<file path="config.mk">
export PLATFORM = sky130hd
export DESIGN_NAME = clock_time_set_controller
export DESIGN_NICKNAME = d
export VERILOG_FILES = /design/src/hw/rtl/cts_pkg.sv /design/src/hw/rtl/cts_cfg_regs.sv /design/src/hw/rtl/cts_core.sv /design/src/hw/rtl/clock_time_set_controller.sv
export SDC_FILE = /design/constraint.sdc
export NUM_CORES = 1
export LEC_CHECK = 0
export ABC_AREA = 1
export BUFFER_PORTS_ARGS = -buffer_cell sky130_fd_sc_hd__buf_2
export CAP_MARGIN = 20
export CORE_UTILIZATION = 35
export CTS_CLUSTER_DIAMETER = 150
export DETAILED_ROUTE_END_ITERATION = 10
export MAX_ROUTING_LAYER = met4
export PLACE_DENSITY = 0.63
export RECOVER_POWER = 25
export SKIP_CTS_REPAIR_TIMING = 1
export SLEW_MARGIN = 40
export SYNTH_ARGS = -nofsm -noshare
export SYNTH_HDL_FRONTEND = slang
export SYNTH_SLANG_ARGS = --single-unit
</file>
<file path="constraint.sdc">
create_clock -name clk -period 3.3 [get_ports clk]
set_clock_uncertainty 0.15 [all_clocks]
set_input_delay 0.495 -clock clk [delete_from_list [all_inputs] [get_ports clk]]
set_output_delay 0.495 -clock clk [all_outputs]
set_load 0.02 [all_outputs]
</file>
<file path="src/hw/rtl/cts_pkg.sv">
// ----------------------------------------------------------------------------
// cts_pkg
// Shared types, event codes, constants and digit helpers for the clock
// time-set controller.
// ----------------------------------------------------------------------------
package cts_pkg;

    localparam int CfgAddrW = 3;
    localparam int CfgDataW = 32;

    localparam logic [CfgAddrW-3:0] RegBlinkPeriod = 1'b0;

    localparam logic [7:0] BlinkPeriodReset = 8'd32;
    localparam logic [4:0] HourMax          = 5'd23;
    localparam logic [5:0] MinuteMax        = 6'd59;
    localparam logic [3:0] BlankDigit       = 4'd10;

    typedef enum logic [2:0] {
        ReqTick      = 3'd0,
        ReqModeClick = 3'd1,
        ReqModeLong  = 3'd2,
        ReqRelease   = 3'd3,
        ReqAdd       = 3'd4,
        ReqSub       = 3'd5
    } req_t;

    typedef struct packed {
        logic [2:0] req_type;
        logic [4:0] rtc_hour;
        logic [5:0] rtc_minute;
    } in_word_t;

    typedef struct packed {
        logic [3:0] hour_tens;
        logic [3:0] hour_ones;
        logic [3:0] minute_tens;
        logic [3:0] minute_ones;
        logic       dot_phase;
        logic       clock_write;
        logic [4:0] write_hour;
        logic [5:0] write_minute;
        logic       in_edit;
        logic       edit_minutes;
    } out_word_t;

    // tens digit of a value below 64
    function automatic logic [3:0] tens_of(input logic [5:0] v);
        logic [3:0] t;
        if (v >= 6'd60)      t = 4'd6;
        else if (v >= 6'd50) t = 4'd5;
        else if (v >= 6'd40) t = 4'd4;
        else if (v >= 6'd30) t = 4'd3;
        else if (v >= 6'd20) t = 4'd2;
        else if (v >= 6'd10) t = 4'd1;
        else                 t = 4'd0;
        return t;
    endfunction

    // ones digit of a value below 64
    function automatic logic [3:0] ones_of(input logic [5:0] v);
        logic [5:0] base;
        logic [5:0] diff;
        base = 6'd0;
        unique case (tens_of(v))
            4'd6:    base = 6'd60;
            4'd5:    base = 6'd50;
            4'd4:    base = 6'd40;
            4'd3:    base = 6'd30;
            4'd2:    base = 6'd20;
            4'd1:    base = 6'd10;
            default: base = 6'd0;
        endcase
        diff = v - base;
        return diff[3:0];
    endfunction

endpackage

</file>
<file path="src/hw/rtl/cts_cfg_regs.sv">
// ----------------------------------------------------------------------------
// cts_cfg_regs
// APB-style configuration register file holding the blink period.
// ----------------------------------------------------------------------------
module cts_cfg_regs (
    input  logic                          clk,
    input  logic                          rst_n,
    input  logic                          psel,
    input  logic                          penable,
    input  logic                          pwrite,
    input  logic [cts_pkg::CfgAddrW-1:0]  paddr,
    input  logic [cts_pkg::CfgDataW-1:0]  pwdata,
    output logic [cts_pkg::CfgDataW-1:0]  prdata,
    output logic                          pready,
    output logic [7:0]                    blink_period
);

    logic [7:0] blink_period_reg;
    logic [7:0] blink_period_next;
    logic       sel_period;

    assign pready     = 1'b1;
    assign sel_period = (paddr[cts_pkg::CfgAddrW-1:2] == cts_pkg::RegBlinkPeriod);

    always_comb
    begin
        blink_period_next = blink_period_reg;
        if (psel && penable && pwrite && sel_period)
        begin
            blink_period_next = pwdata[7:0];
        end
    end

    always_ff @(posedge clk or negedge rst_n)
    begin
        if (!rst_n)
        begin
            blink_period_reg <= cts_pkg::BlinkPeriodReset;
        end
        else
        begin
            blink_period_reg <= blink_period_next;
        end
    end

    assign prdata       = sel_period ? {{(cts_pkg::CfgDataW-8){1'b0}}, blink_period_reg}
                                     : '0;
    assign blink_period = blink_period_reg;

endmodule

</file>
<file path="src/hw/rtl/cts_core.sv">
// ----------------------------------------------------------------------------
// cts_core
// Mode, edit and blink state with the single-pass event update and the
// display digit formatting of each result word.
// ----------------------------------------------------------------------------
module cts_core (
    input  logic               clk,
    input  logic               rst_n,
    input  logic               step,
    input  cts_pkg::in_word_t  ev,
    input  logic [7:0]         blink_period,
    output cts_pkg::out_word_t res
);

    logic       edit_mode_reg,   edit_mode_next;
    logic       edit_unit_reg,   edit_unit_next;
    logic [4:0] held_hour_reg,   held_hour_next;
    logic [5:0] held_minute_reg, held_minute_next;
    logic       latch_reg,       latch_next;
    logic [7:0] blink_count_reg, blink_count_next;
    logic       blink_phase_reg, blink_phase_next;

    logic       wr;
    logic [4:0] wh;
    logic [5:0] wm;
    logic [8:0] cnt;
    logic       blank_h;
    logic       blank_m;

    assign cnt = {1'b0, blink_count_reg} + 9'd1;

    always_comb
    begin
        edit_mode_next   = edit_mode_reg;
        edit_unit_next   = edit_unit_reg;
        held_hour_next   = held_hour_reg;
        held_minute_next = held_minute_reg;
        latch_next       = latch_reg;
        blink_count_next = blink_count_reg;
        blink_phase_next = blink_phase_reg;
        wr               = 1'b0;
        wh               = '0;
        wm               = '0;
        unique case (ev.req_type)
            cts_pkg::ReqTick:
            begin
                if (!edit_mode_reg)
                begin
                    held_hour_next   = (ev.rtc_hour > cts_pkg::HourMax)
                                       ? cts_pkg::HourMax : ev.rtc_hour;
                    held_minute_next = (ev.rtc_minute > cts_pkg::MinuteMax)
                                       ? cts_pkg::MinuteMax : ev.rtc_minute;
                end
                if (cnt > {1'b0, blink_period})
                begin
                    blink_phase_next = ~blink_phase_reg;
                    blink_count_next = '0;
                end
                else
                begin
                    blink_count_next = cnt[7:0];
                end
            end
            cts_pkg::ReqModeClick:
            begin
                if (edit_mode_reg)
                begin
                    edit_unit_next = ~edit_unit_reg;
                end
            end
            cts_pkg::ReqModeLong:
            begin
                if (!latch_reg)
                begin
                    latch_next     = 1'b1;
                    edit_mode_next = ~edit_mode_reg;
                    if (edit_mode_reg)
                    begin
                        wr = 1'b1;
                        wh = held_hour_reg;
                        wm = held_minute_reg;
                    end
                end
            end
            cts_pkg::ReqRelease:
            begin
                latch_next = 1'b0;
            end
            cts_pkg::ReqAdd:
            begin
                if (edit_mode_reg && !edit_unit_reg)
                begin
                    held_hour_next = (held_hour_reg >= cts_pkg::HourMax)
                                     ? 5'd0 : held_hour_reg + 5'd1;
                end
                else if (edit_mode_reg)
                begin
                    held_minute_next = (held_minute_reg >= cts_pkg::MinuteMax)
                                       ? 6'd0 : held_minute_reg + 6'd1;
                end
            end
            cts_pkg::ReqSub:
            begin
                if (edit_mode_reg && !edit_unit_reg)
                begin
                    held_hour_next = (held_hour_reg == 5'd0)
                                     ? cts_pkg::HourMax : held_hour_reg - 5'd1;
                end
                else if (edit_mode_reg)
                begin
                    held_minute_next = (held_minute_reg == 6'd0)
                                       ? cts_pkg::MinuteMax : held_minute_reg - 6'd1;
                end
            end
            default:
            begin
            end
        endcase
    end

    always_ff @(posedge clk or negedge rst_n)
    begin
        if (!rst_n)
        begin
            edit_mode_reg   <= 1'b0;
            edit_unit_reg   <= 1'b0;
            held_hour_reg   <= '0;
            held_minute_reg <= '0;
            latch_reg       <= 1'b0;
            blink_count_reg <= '0;
            blink_phase_reg <= 1'b0;
        end
        else if (step)
        begin
            edit_mode_reg   <= edit_mode_next;
            edit_unit_reg   <= edit_unit_next;
            held_hour_reg   <= held_hour_next;
            held_minute_reg <= held_minute_next;
            latch_reg       <= latch_next;
            blink_count_reg <= blink_count_next;
            blink_phase_reg <= blink_phase_next;
        end
    end

    assign blank_h = !blink_phase_next && edit_mode_next && !edit_unit_next;
    assign blank_m = !blink_phase_next && edit_mode_next && edit_unit_next;

    always_comb
    begin
        res.hour_tens    = blank_h ? cts_pkg::BlankDigit
                                   : cts_pkg::tens_of({1'b0, held_hour_next});
        res.hour_ones    = blank_h ? cts_pkg::BlankDigit
                                   : cts_pkg::ones_of({1'b0, held_hour_next});
        res.minute_tens  = blank_m ? cts_pkg::BlankDigit : cts_pkg::tens_of(held_minute_next);
        res.minute_ones  = blank_m ? cts_pkg::BlankDigit : cts_pkg::ones_of(held_minute_next);
        res.dot_phase    = blink_phase_next;
        res.clock_write  = wr;
        res.write_hour   = wh;
        res.write_minute = wm;
        res.in_edit      = edit_mode_next;
        res.edit_minutes = edit_unit_next;
    end

endmodule

</file>
<file path="src/hw/rtl/clock_time_set_controller.sv">
// ----------------------------------------------------------------------------
// clock_time_set_controller
// Hour:minute clock setting controller with blinking edit display.
// ----------------------------------------------------------------------------
// usage
//   in_valid/in_ready carry one event word (tick with clock time, mode
//   click, long press, release, add, subtract); out_valid/out_ready carry
//   one result word per event: four display digits (10 = blank), the dot
//   phase, an optional clock write and the mode flags.
//   the blink period is set over the apb port at address 0, reset 32.
//   an accepted event sits in the input register, then the event update
//   and digit formatting run in one pass into the result register.
//   throughput is one event per cycle while the receiver takes results;
//   the state update loop in the core sets that rate.
//   a stalled receiver holds the result word; one more event waits in the
//   input register, after which in_ready drops until out_ready returns.
//   reset empties both registers, clears all mode and blink state, and
//   loads the blink period with 32.
// ----------------------------------------------------------------------------
module clock_time_set_controller (
    input  logic                          clk,
    input  logic                          rst_n,
    input  logic                          in_valid,
    output logic                          in_ready,
    input  cts_pkg::in_word_t             in_word,
    output logic                          out_valid,
    input  logic                          out_ready,
    output cts_pkg::out_word_t            out_word,
    input  logic                          psel,
    input  logic                          penable,
    input  logic                          pwrite,
    input  logic [cts_pkg::CfgAddrW-1:0]  paddr,
    input  logic [cts_pkg::CfgDataW-1:0]  pwdata,
    output logic [cts_pkg::CfgDataW-1:0]  prdata,
    output logic                          pready
);

    logic               s1_valid_reg,  s1_valid_next;
    cts_pkg::in_word_t  s1_word_reg;
    logic               out_valid_reg, out_valid_next;
    cts_pkg::out_word_t out_word_reg;
    cts_pkg::out_word_t res;
    logic               step;
    logic               in_acc;
    logic [7:0]         blink_period;

    cts_cfg_regs u_cfg (
        .clk          (clk),
        .rst_n        (rst_n),
        .psel         (psel),
        .penable      (penable),
        .pwrite       (pwrite),
        .paddr        (paddr),
        .pwdata       (pwdata),
        .prdata       (prdata),
        .pready       (pready),
        .blink_period (blink_period)
    );

    cts_core u_core (
        .clk          (clk),
        .rst_n        (rst_n),
        .step         (step),
        .ev           (s1_word_reg),
        .blink_period (blink_period),
        .res          (res)
    );

    assign step     = s1_valid_reg && (!out_valid_reg || out_ready);
    assign in_ready = !s1_valid_reg || step;
    assign in_acc   = in_valid && in_ready;

    always_comb
    begin
        s1_valid_next = s1_valid_reg;
        if (in_acc)
        begin
            s1_valid_next = 1'b1;
        end
        else if (step)
        begin
            s1_valid_next = 1'b0;
        end
        out_valid_next = out_valid_reg;
        if (step)
        begin
            out_valid_next = 1'b1;
        end
        else if (out_ready)
        begin
            out_valid_next = 1'b0;
        end
    end

    always_ff @(posedge clk or negedge rst_n)
    begin
        if (!rst_n)
        begin
            s1_valid_reg  <= 1'b0;
            out_valid_reg <= 1'b0;
        end
        else
        begin
            s1_valid_reg  <= s1_valid_next;
            out_valid_reg <= out_valid_next;
        end
    end

    always_ff @(posedge clk)
    begin
        if (in_acc)
        begin
            s1_word_reg <= in_word;
        end
        if (step)
        begin
            out_word_reg <= res;
        end
    end

    assign out_valid = out_valid_reg;
    assign out_word  = out_word_reg;

endmodule
</file>
# Word level (Yosys, flattened, before mapping)

Cells that the tools add are included.

Flip-flop bits (word level): 78
Latch bits: 0
Memory bits (writable): 0
ROM bits: 0
Input bits: 56
Output and inout bits: 66
Word-level logic and storage cells: 139
Memories kept: 0

Add/sub/neg operators: 7
$mul: 0
Divide/modulo/power cells: 0
$lt $le $gt $ge: 17
Equal/unequal tests: 17
Shift operators: 0
Mux-type cells: 44
Bitwise operators: 5
Reduce and logical (&&, ||, !) cells: 26

Operator list:

| operator                                                                            | number |
|---|---|
| 6-bit 2-to-1 mux                                                                    | 8 |
| 4-bit case mux with 6 select lines                                                  | 2 |
| 4-bit 2-to-1 mux                                                                    | 9 |
| 5-bit 2-to-1 mux                                                                    | 6 |
| 4-bit by 3-bit equality test with 1-bit output, second input constant               | 6 |
| 6-bit greater-or-equal comparator, second input constant                            | 4 |
| 5-bit by 6-bit greater-or-equal comparator with 1-bit output, second input constant | 3 |
| 6-bit case mux with 3 select lines                                                  | 1 |
| 4-bit by 2-bit equality test with 1-bit output, second input constant               | 4 |
| 8-bit 2-to-1 mux                                                                    | 2 |
| 5-bit greater-or-equal comparator, second input constant                            | 3 |
| 5-bit case mux with 3 select lines                                                  | 1 |
| 1-bit 2-to-1 mux                                                                    | 13 |
| 6-bit by 5-bit greater-or-equal comparator with 1-bit output, second input constant | 2 |
| 8-bit by 1-bit adder with 9-bit output, second input constant                       | 1 |
| 9-bit by 8-bit greater-than comparator with 1-bit output                            | 1 |
| 1-bit logical AND                                                                   | 9 |
| 4-bit by 1-bit equality test with 1-bit output, second input constant               | 2 |
| 4-bit subtractor                                                                    | 2 |
| 6-bit by 1-bit adder with 6-bit output, second input constant                       | 1 |
| 3-bit by 2-bit equality test with 1-bit output, second input constant               | 2 |
| 3-bit equality test, second input constant                                          | 2 |
| 6-bit by 4-bit greater-or-equal comparator with 1-bit output, second input constant | 1 |
| 6-bit greater-than comparator, second input constant                                | 1 |
| other kinds (18)                                                                    | 30 |

# Depth between registers and ports, before layout

Gate-level depths: netlist (run 1).

Depth in word-level cells: 15
Depth in mapped cells: 27
Gate-level depth less buffers: 26

# Modules after synthesis

A second synthesis (run 1) with hierarchy kept.

Cell total of the unflattened synthesis: 604
Area total of the unflattened synthesis: 4870.9 sq um

By module, submodules not included:

| module                    | instances | cells an instance | area an instance (sq um) |
|---|---|---|---|
| cts_core                  | 1         | 466               | 2813.9 |
| clock_time_set_controller | 1         | 57                | 1446.4 |
| cts_cfg_regs              | 1         | 81                | 610.6 |

# Worst setup path before layout (run 1)

OpenSTA, ideal clock, no wires.

Kind: reg2reg
Start: reg u_core.edit_mode_reg
End: reg out_word_reg, in the netlist out_word[18] (data pin)
Library setup time: 0.264 ns
Data arrival time: 2.839 ns
Required time: 2.886 ns
Slack: 0.047 ns
Stages on the path, launching flop included: 26
Period minus slack after synthesis: 3.253 ns
Path through: dfrtp_1 > ha_1 > buf_2 > inv_2 > nand2_1 > nand2_1 > nand2_1 > nand2_1 > nand2_1 > nand2_1 > nand2_1 > nor2_2 > nand3_1 > a21oi_2 > nand2_1 > nand2_2 > nand2_1 > nand2_1 > nand2_1 > inv_1 > ha_1 > inv_1 > fa_1 > xnor2_1 > nand3b_1 > nand3_1

Word-level cells in the longest chain between the ends: 13

Ends and longest elaborated chain:

| element                                                                | RTL line                         | text |
|---|---|---|
| start: declaration                                                     | cts_core.sv:15                   | `logic edit_mode_reg, edit_mode_next;` |
| start signal: assignment                                               | cts_core.sv:135                  | `edit_mode_reg <= edit_mode_next;` |
| 6-bit 2-to-1 mux (tied with other cells)                               | cts_core.sv:109                  | `else if (edit_mode_reg)` |
| 6-bit 2-to-1 mux, on equally long branches                             | cts_core.sv:104, cts_core.sv:91  |  |
| 6-bit case mux with 3 select lines                                     | cts_core.sv:44                   | `unique case (ev.req_type)` |
| 6-bit by 4-bit greater-or-equal comparator with 1-bit output           | cts_pkg.sv:54                    | `else if (v >= 6'd10) t = 4'd1;` |
| 1-bit 2-to-1 mux                                                       | cts_pkg.sv:54                    |  |
| 4-bit 2-to-1 mux                                                       | cts_pkg.sv:53                    | `else if (v >= 6'd20) t = 4'd2;` |
| 4-bit 2-to-1 mux                                                       | cts_pkg.sv:52                    | `else if (v >= 6'd30) t = 4'd3;` |
| 4-bit 2-to-1 mux                                                       | cts_pkg.sv:51                    | `else if (v >= 6'd40) t = 4'd4;` |
| 4-bit 2-to-1 mux                                                       | cts_pkg.sv:50                    | `else if (v >= 6'd50) t = 4'd5;` |
| 4-bit 2-to-1 mux                                                       | cts_pkg.sv:49                    | `if (v >= 6'd60) t = 4'd6;` |
| 4-bit by 1-bit equality test with 1-bit output (tied with other cells) | cts_pkg.sv:64                    | `unique case (tens_of(v))` |
| 4-bit case mux with 6 select lines                                     | cts_pkg.sv:64                    |  |
| 4-bit subtractor                                                       | cts_pkg.sv:73                    | `diff = v - base;` |
| end signal: assignment                                                 | clock_time_set_controller.sv:117 | `out_word_reg <= res;` |
| end: declaration                                                       | clock_time_set_controller.sv:41  | `cts_pkg::out_word_t out_word_reg;` |

Parallel ways exist; a longest one is shown, timed or not.
A chain may end at the register's enable or synchronous reset.

# Worst setup path in the final report (run 1)

Start: reg u_core.held_minute_reg[1]
End: reg out_word_reg, in the netlist out_word[18] (data pin)

Word-level cells in the longest chain between the ends: 15

Ends and longest elaborated chain:

| element                                                                | RTL line                        | text |
|---|---|---|
| start: declaration                                                     | cts_core.sv:18                  | `logic [5:0] held_minute_reg, held_minute_next;` |
| start signal: assignment                                               | cts_core.sv:138                 | `held_minute_reg <= held_minute_next;` |
| 6-bit by 1-bit subtractor with 6-bit output (tied with other cells)    | cts_core.sv:112                 | `? cts_pkg::MinuteMax : held_minute_reg - 6'd1;` |
| 6-bit 2-to-1 mux, on equally long branches                             | cts_core.sv:112, cts_core.sv:99 |  |
| 6-bit 2-to-1 mux, on equally long branches                             | cts_core.sv:109, cts_core.sv:96 |  |
| 6-bit 2-to-1 mux, on equally long branches                             | cts_core.sv:104, cts_core.sv:91 |  |
| 6-bit case mux with 3 select lines *                                   | cts_core.sv:44                  |  |
| 6-bit by 4-bit greater-or-equal comparator with 1-bit output           | cts_pkg.sv:54                   |  |
| 1-bit 2-to-1 mux                                                       | cts_pkg.sv:54                   |  |
| 4-bit 2-to-1 mux                                                       | cts_pkg.sv:53                   |  |
| 4-bit 2-to-1 mux                                                       | cts_pkg.sv:52                   |  |
| 4-bit 2-to-1 mux                                                       | cts_pkg.sv:51                   |  |
| 4-bit 2-to-1 mux                                                       | cts_pkg.sv:50                   |  |
| 4-bit 2-to-1 mux                                                       | cts_pkg.sv:49                   |  |
| 4-bit by 1-bit equality test with 1-bit output (tied with other cells) | cts_pkg.sv:64                   |  |
| 4-bit case mux with 6 select lines                                     | cts_pkg.sv:64                   |  |
| 4-bit subtractor *                                                     | cts_pkg.sv:73                   |  |

Every way passes the cells marked *; elsewhere a longest branch is shown, timed or not.

==> flow_summary.json, run 1 <==
{
  "min_to": "s1_word_reg[5]",
  "hold_ws_ps": 174,
  "setup.worst_path.class": "flop to flop",
  "numCtsBuffers": 9,
  "critPathMaxFanout": 3,
  "critPathLaunchType": "flop",
  "worst_ep_arrival_time_ps": 3220,
  "rsz0062_at_grt": "yes",
  "timing.final.crit_share_pct": 99.4,
  "vias": 3868,
  "via_per_inst": 4.48,
  "hold_depth": 1,
  "hp-start": "in_word[5]",
  "ys_seq_area_share_pct": 46.8,
  "syn_to_final_growth_pct": 29.9,
  "cp-end-kind": "flop",
  "clockBufferDepth": 2,
  "rows": 41,
  "stdcell_count": 863,
  "ys.flop_type": "edfxtp_1",
  "r2r_cells": 22,
  "wl_per_cell_um": 12.8,
  "grt_usage_pct": 17.9,
  "slew_viol_final": 34,
  "maxClockFrequency_mhz": 305,
  "initial_core_util_pct": 36.1,
  "tightest_slew_ps": 1950,
  "fin_util_pct": 46.9,
  "r2r-end": "out_word[18]",
  "place_inst": 834,
  "vdd.ir_drop.worst_mv": 0.241,
  "antenna_cells": 0,
  "maxCapViolCount": 1,
  "power_density_nw_per_um2": 820,
  "drive_gt1_share_pct": 30.4,
  "outcome": "finished, violations left",
  "slew-limit-headroom_pct": -29.7,
  "yosysUniqueCellTypes": 45,
  "leakage_nw": 2.99,
  "fillCellCount": 1263,
  "async_flop_share_pct": 42.9,
  "synth-seq-cells": 77,
  "dieWidth_um": 117,
  "hpwl_um": 8480,
  "synthesis.instances": 551,
  "largest_register_ffs": 30,
  "cts_tree": "yes",
  "cts.reportedPaths.clkPinSlew_ps": 60,
  "grt_antenna_before_repair": 0,
  "hold_class": "input port to flop",
  "h-tree-depth": 3,
  "drtIter0Drc": 256,
  "synth_edf_count": 44,
  "drc": 0,
  "grt-ovfl-total": 0,
  "routed_wl_um": 11000,
  "grt_max_degree": 34,
  "fin_setup_tns_ps": 0,
  "io_buffers": 69,
  "reg2reg_from": "u_core.held_minute_reg[1]",
  "clock_latency_ps": 340,
  "cts_sinks": 77,
  "grt_pass1_vias": 3659,
  "final_common_cell": "nand2_1",
  "violations": "capacitance limit, slew limit",
  "cts_root_buffer": "clkbuf_16",
  "setup_viol": 0,
  "grt_pass1_wl_um": 17800,
  "final_cell_mix": "nand2_1, inv_1, buf_2",
  "rrSetupSlack_ps": 20,
  "die_area_um2": 13600,
  "min_period_ps": 3280,
  "gp_congestion": 0.922,
  "syn_avg_cell_area_um2": 8.34,
  "io_pins": 122,
  "layout.nets": 760,
  "required_ps": 3240,
  "yosys_warnings": 0,
  "drtAntennaViolNets": 0,
  "drt-pass1-iter-count": 5,
  "fp.dieH_um": 117,
  "core-area_um2": 12700,
  "synthesis.area_um2": 4590,
  "hold_viol": 0
}
## logic make-up after synthesis
group / Yosys count / synth area share, %
buffers and inverters: 118 / 12.0
adders and majority gates: 18 / 5.23
and+or+nand+nor: 245 / 23.7
AOI/OAI and AO/OA: 82 / 10.4
other: 2 / 0.164
DFF: 77 / 46.8
xor gates and xnor gates: 9 / 1.72
## critical path: stages (launching register included)
cell and delay (ps):
dfrtp_1 380, ha_2 190, inv_1 40, nand2_1 110, nand3_2 100, buf_4 150, nand3_1 80, nand3_2 110
a21oi_4 220, nand3_2 100, a21oi_2 160, nand2_1 80, nand2_2 60, nand2_1 50, nand2_1 70, nand2_2 60
inv_1 50, ha_1 130, inv_1 50, fa_2 350, xnor2_2 160, nand3b_1 130, nand3_1 70
## metal layers
layer | GRT usage (%) | wire length, µm
met1 | 24.2 | 5460
met2 | 27.0 | 4970
met3 | 3.58 | 478
met4 | 5.49 | 132
met5 | - | 0
## report_power, final
| group | switching [W] | internal (W) |
|---|---|---|
| Combinational | 0.00145 | 0.000961 |
| Sequential | 0.000155 | 0.00135 |
| Clock | 0.000400 | 0.000575 |
## how the worst max path moves through the flow
stage                                   start           end  slack [ps]
floorplan                u_core.edit_mode_reg  out_word[18]          50
global placement    u_core.held_minute_reg[0]  out_word[18]         -60
detailed placement  u_core.held_minute_reg[0]  out_word[18]        -100
CTS                 u_core.held_minute_reg[0]  out_word[18]        -130
global route                  s1_word_reg[12]  out_word[18]        -190
finish              u_core.held_minute_reg[1]  out_word[18]          20
## final cells by class
cell class / count / area, µm² / area share (%)
flip-flops and latches: 77 / 2150 / 36.0
multi-input cells: 380 / 2140 / 35.9
repair buffers: 137 / 865 / 14.5
inverters: 81 / 304 / 5.10
clock buffers: 11 / 264 / 4.43
well taps: 172 / 215 / 3.61
clock inverters: 5 / 30.0 / 0.503
## cell usage after synthesis (all sizes together), types with 3 or more instances
cell type    n  area, µm²
o22ai        5       31.3
edfxtp      44       1320
o21ai       34        170
o31ai        3       22.5
clkbuf       7       26.3
nand2      123        494
dfrtp       32        801
nor2        61        256
ha          16        200
inv         81        304
xor2         8       70.1
nand3       45        230
buf         30        221
nor3         5       35.0
a21oi       26        145
nand4        8       50.1
o211ai       3       22.5
## per-stage QoR
| step | power (W) | instance area (µm²) | setup slack [ps] |
|---|---|---|---|
| after floorplan | 0.00292 | 4680 | 47.1 |
| after global placement | 0.00367 | 5410 | -64.5 |
| after detailed placement | 0.00372 | 5410 | -104 |
| after CTS | 0.00472 | 5700 | -128 |
| after global routing | 0.00528 | 5970 | -194 |
| final | 0.00489 | 5970 | 18.8 |
No activity file was read; power rests on OpenSTA's default activity.
==> run 2, diff against run 1 <==
--- a/config.mk
+++ b/config.mk
@@ -8,11 +8,11 @@
 export ABC_AREA = 1
 export BUFFER_PORTS_ARGS = -buffer_cell sky130_fd_sc_hd__buf_2
 export CAP_MARGIN = 20
-export CORE_UTILIZATION = 35
+export CORE_UTILIZATION = 30
 export CTS_CLUSTER_DIAMETER = 150
 export DETAILED_ROUTE_END_ITERATION = 10
 export MAX_ROUTING_LAYER = met4
-export PLACE_DENSITY = 0.63
+export PLACE_DENSITY = 0.56
 export RECOVER_POWER = 25
 export SKIP_CTS_REPAIR_TIMING = 1
 export SLEW_MARGIN = 40
==> constraint.sdc (replaced) <==
create_clock -name clk -period 2.8 [get_ports clk]
set_clock_uncertainty 0.15 [all_clocks]
set_input_delay 0.42 -clock clk [delete_from_list [all_inputs] [get_ports clk]]
set_output_delay 0.42 -clock clk [all_outputs]
set_load 0.02 [all_outputs]
==> run 2 against run 1 <==
Effect of this change: the run ends with setup timing left; worst hold slack worse by 76 ps; highest routed layer unchanged; via count is 7.7% higher; final cell count is 8.6% higher; fmax is 0.73% higher.
==> flow_summary.json, run 2 (synthesis gave the netlist of run 1 again) <==
{
  "outcome": "finished, violations left",
  "violations": "setup timing",
  "drt-pass1-iter-count": 4,
  "cts.reportedPaths.clkPinSlew_ps": 60,
  "hold_class": "input port to flop",
  "timing.final.crit_share_pct": 116,
  "cp-end-kind": "flop",
  "required_ps": 2740,
  "grt_usage_pct": 16.4,
  "via_per_inst": 4.45,
  "drtAntennaViolNets": 0,
  "final_cell_mix": "buf_4, nand2_1, buf_2",
  "dieWidth_um": 126,
  "grt_util_met2_pct": 24.2,
  "cts_sinks": 77,
  "grt_busiest_layer": "met2",
  "hold_ws_ps": 98.9,
  "grt_pass1_vias": 3968,
  "vdd.ir_drop.worst_mv": 0.411,
  "fp.dieH_um": 126,
  "gp_congestion": 0.856,
  "clock_latency_ps": 350,
  "final_common_cell": "buf_4",
  "routed_wl_um": 12300,
  "met1_usage_pct": 22.3,
  "numCtsBuffers": 9,
  "critical-path-top-delay-family": "simple AND/OR/NAND/NOR gates",
  "antenna_cells": 0,
  "syn_to_final_growth_pct": 46.3,
  "fin_util_pct": 45.5,
  "grt_max_degree": 44,
  "hpwl_um": 9160,
  "drc": 0,
  "power_density_nw_per_um2": 962,
  "io_buffers": 69,
  "io_pins": 122,
  "setup_slack_ps": -457,
  "critPathSlowestCell": "edfxtp_1",
  "slew_viol_final": 0,
  "initial_core_util_pct": 31.1,
  "cts_tree": "yes",
  "grt-ovfl-total": 0,
  "met3_usage_pct": 2.63,
  "wl_per_cell_um": 13.1,
  "rows": 44,
  "vias": 4167,
  "worst_ep_arrival_time_ps": 3200,
  "maxCapViolCount": 0,
  "slew-limit-headroom_pct": 36.9,
  "cp_num_buf_inv": 5,
  "critPathMaxFanout": 6,
  "critPathLaunchType": "flop",
  "setup.worst_path.class": "flop to flop",
  "grt_antenna_before_repair": 0,
  "setup_viol": 16,
  "maxClockFrequency_mhz": 307,
  "min_period_ps": 3260,
  "crit_chain": "nor2_4 -> nand2_4 -> nand2_4 -> buf_4 -> nand2_1 -> buf_4 -> inv_1 -> nand2_2 -> nand2_4 -> nand2_2 -> nand3_1 -> nand2_1 -> nand2_2 -> nand2_1 -> nand2_1 -> nand2_2 -> inv_1 -> ha_1 -> inv_2 -> fa_2 -> xnor2_2 -> nand3b_1 -> nand3_1",
  "largest_register_ffs": 30,
  "rsz0062_at_grt": "yes",
  "die_area_um2": 15800,
  "layout.nets": 822,
  "clockBufferDepth": 2,
  "grt_pass1_wl_um": 19600,
  "core-area_um2": 14800,
  "tightest_slew_ps": 947,
  "leakage_nw": 3.28,
  "cts_root_buffer": "clkbuf_16",
  "hold_viol": 0,
  "pre_cts_slack_ps": -530,
  "critical-path-max-stage-delay_ps": 490,
  "drtIter0Drc": 172,
  "h-tree-depth": 3,
  "drive_gt1_share_pct": 43.2
}
run 2: cell count changes in the layout (fill, tap and decap cells not counted), moves of 4 or more:
cell,change
buf_4,+53
nand2_1,-17
nand2_2,+14
inv_1,-11
buf_6,+9
inv_2,+9
nand3_1,-9
ha_1,-5
nand3_4,+5
ha_4,+4
nand3_2,+4
run 2: layer usage:
layer / up-vias / routed length (µm)
li1: 2158 / -
met1: 1895 / 6050
met2: 104 / 5460
met3: 10 / 601
met4: 0 / 185
met5: - / 0
run 2: power by group:
part / total [W] / leakage [nW] / switching, W / internal, W
clock network: 0.00111 / 0.140 / 0.000479 / 0.000627
logic: 0.00358 / 2.31 / 0.00197 / 0.00161
registers: 0.00178 / 0.834 / 0.000185 / 0.00159
run 2: path summary, 6_finish.rpt:
path	from	to	slack (ps)	cells past startpoint
max	s1_word_reg[12]	out_word[18]	-460	23
min	in_word[1]	s1_word_reg[1]	100	1
max reg2reg	s1_word_reg[12]	out_word[18]	-460	23
min reg2reg	u_core.blink_phase_reg	u_core.blink_phase_reg	360	2
max in group asynchronous	rst_n	u_core.edit_mode_reg	1240	2
min in group asynchronous	rst_n	u_core.blink_count_reg[5]	610	2
run 2: per-stage QoR:
stage          area (µm²)  setup TNS (ps)  instances  total power [W]
2_1_floorplan        4720            -570        575          0.00349
3_3_place_gp         5910           -4790        906          0.00484
3_5_place_dp         5910           -7010        906          0.00488
4_1_cts              6190           -7460        922          0.00603
5_1_grt              6720           -6990        937          0.00695
6_report             6720           -3740        937          0.00647
run 2: layout make-up:
| type | count | area [µm²] |
|---|---|---|
| clock buffers | 11 | 243 |
| clock inverters | 5 | 33.8 |
| fillers | 1447 | 8030 |
| inverters | 81 | 309 |
| multi-input cells | 380 | 2390 |
| flip-flops and latches | 77 | 2150 |
| well taps | 184 | 230 |
| repair buffers | 199 | 1360 |
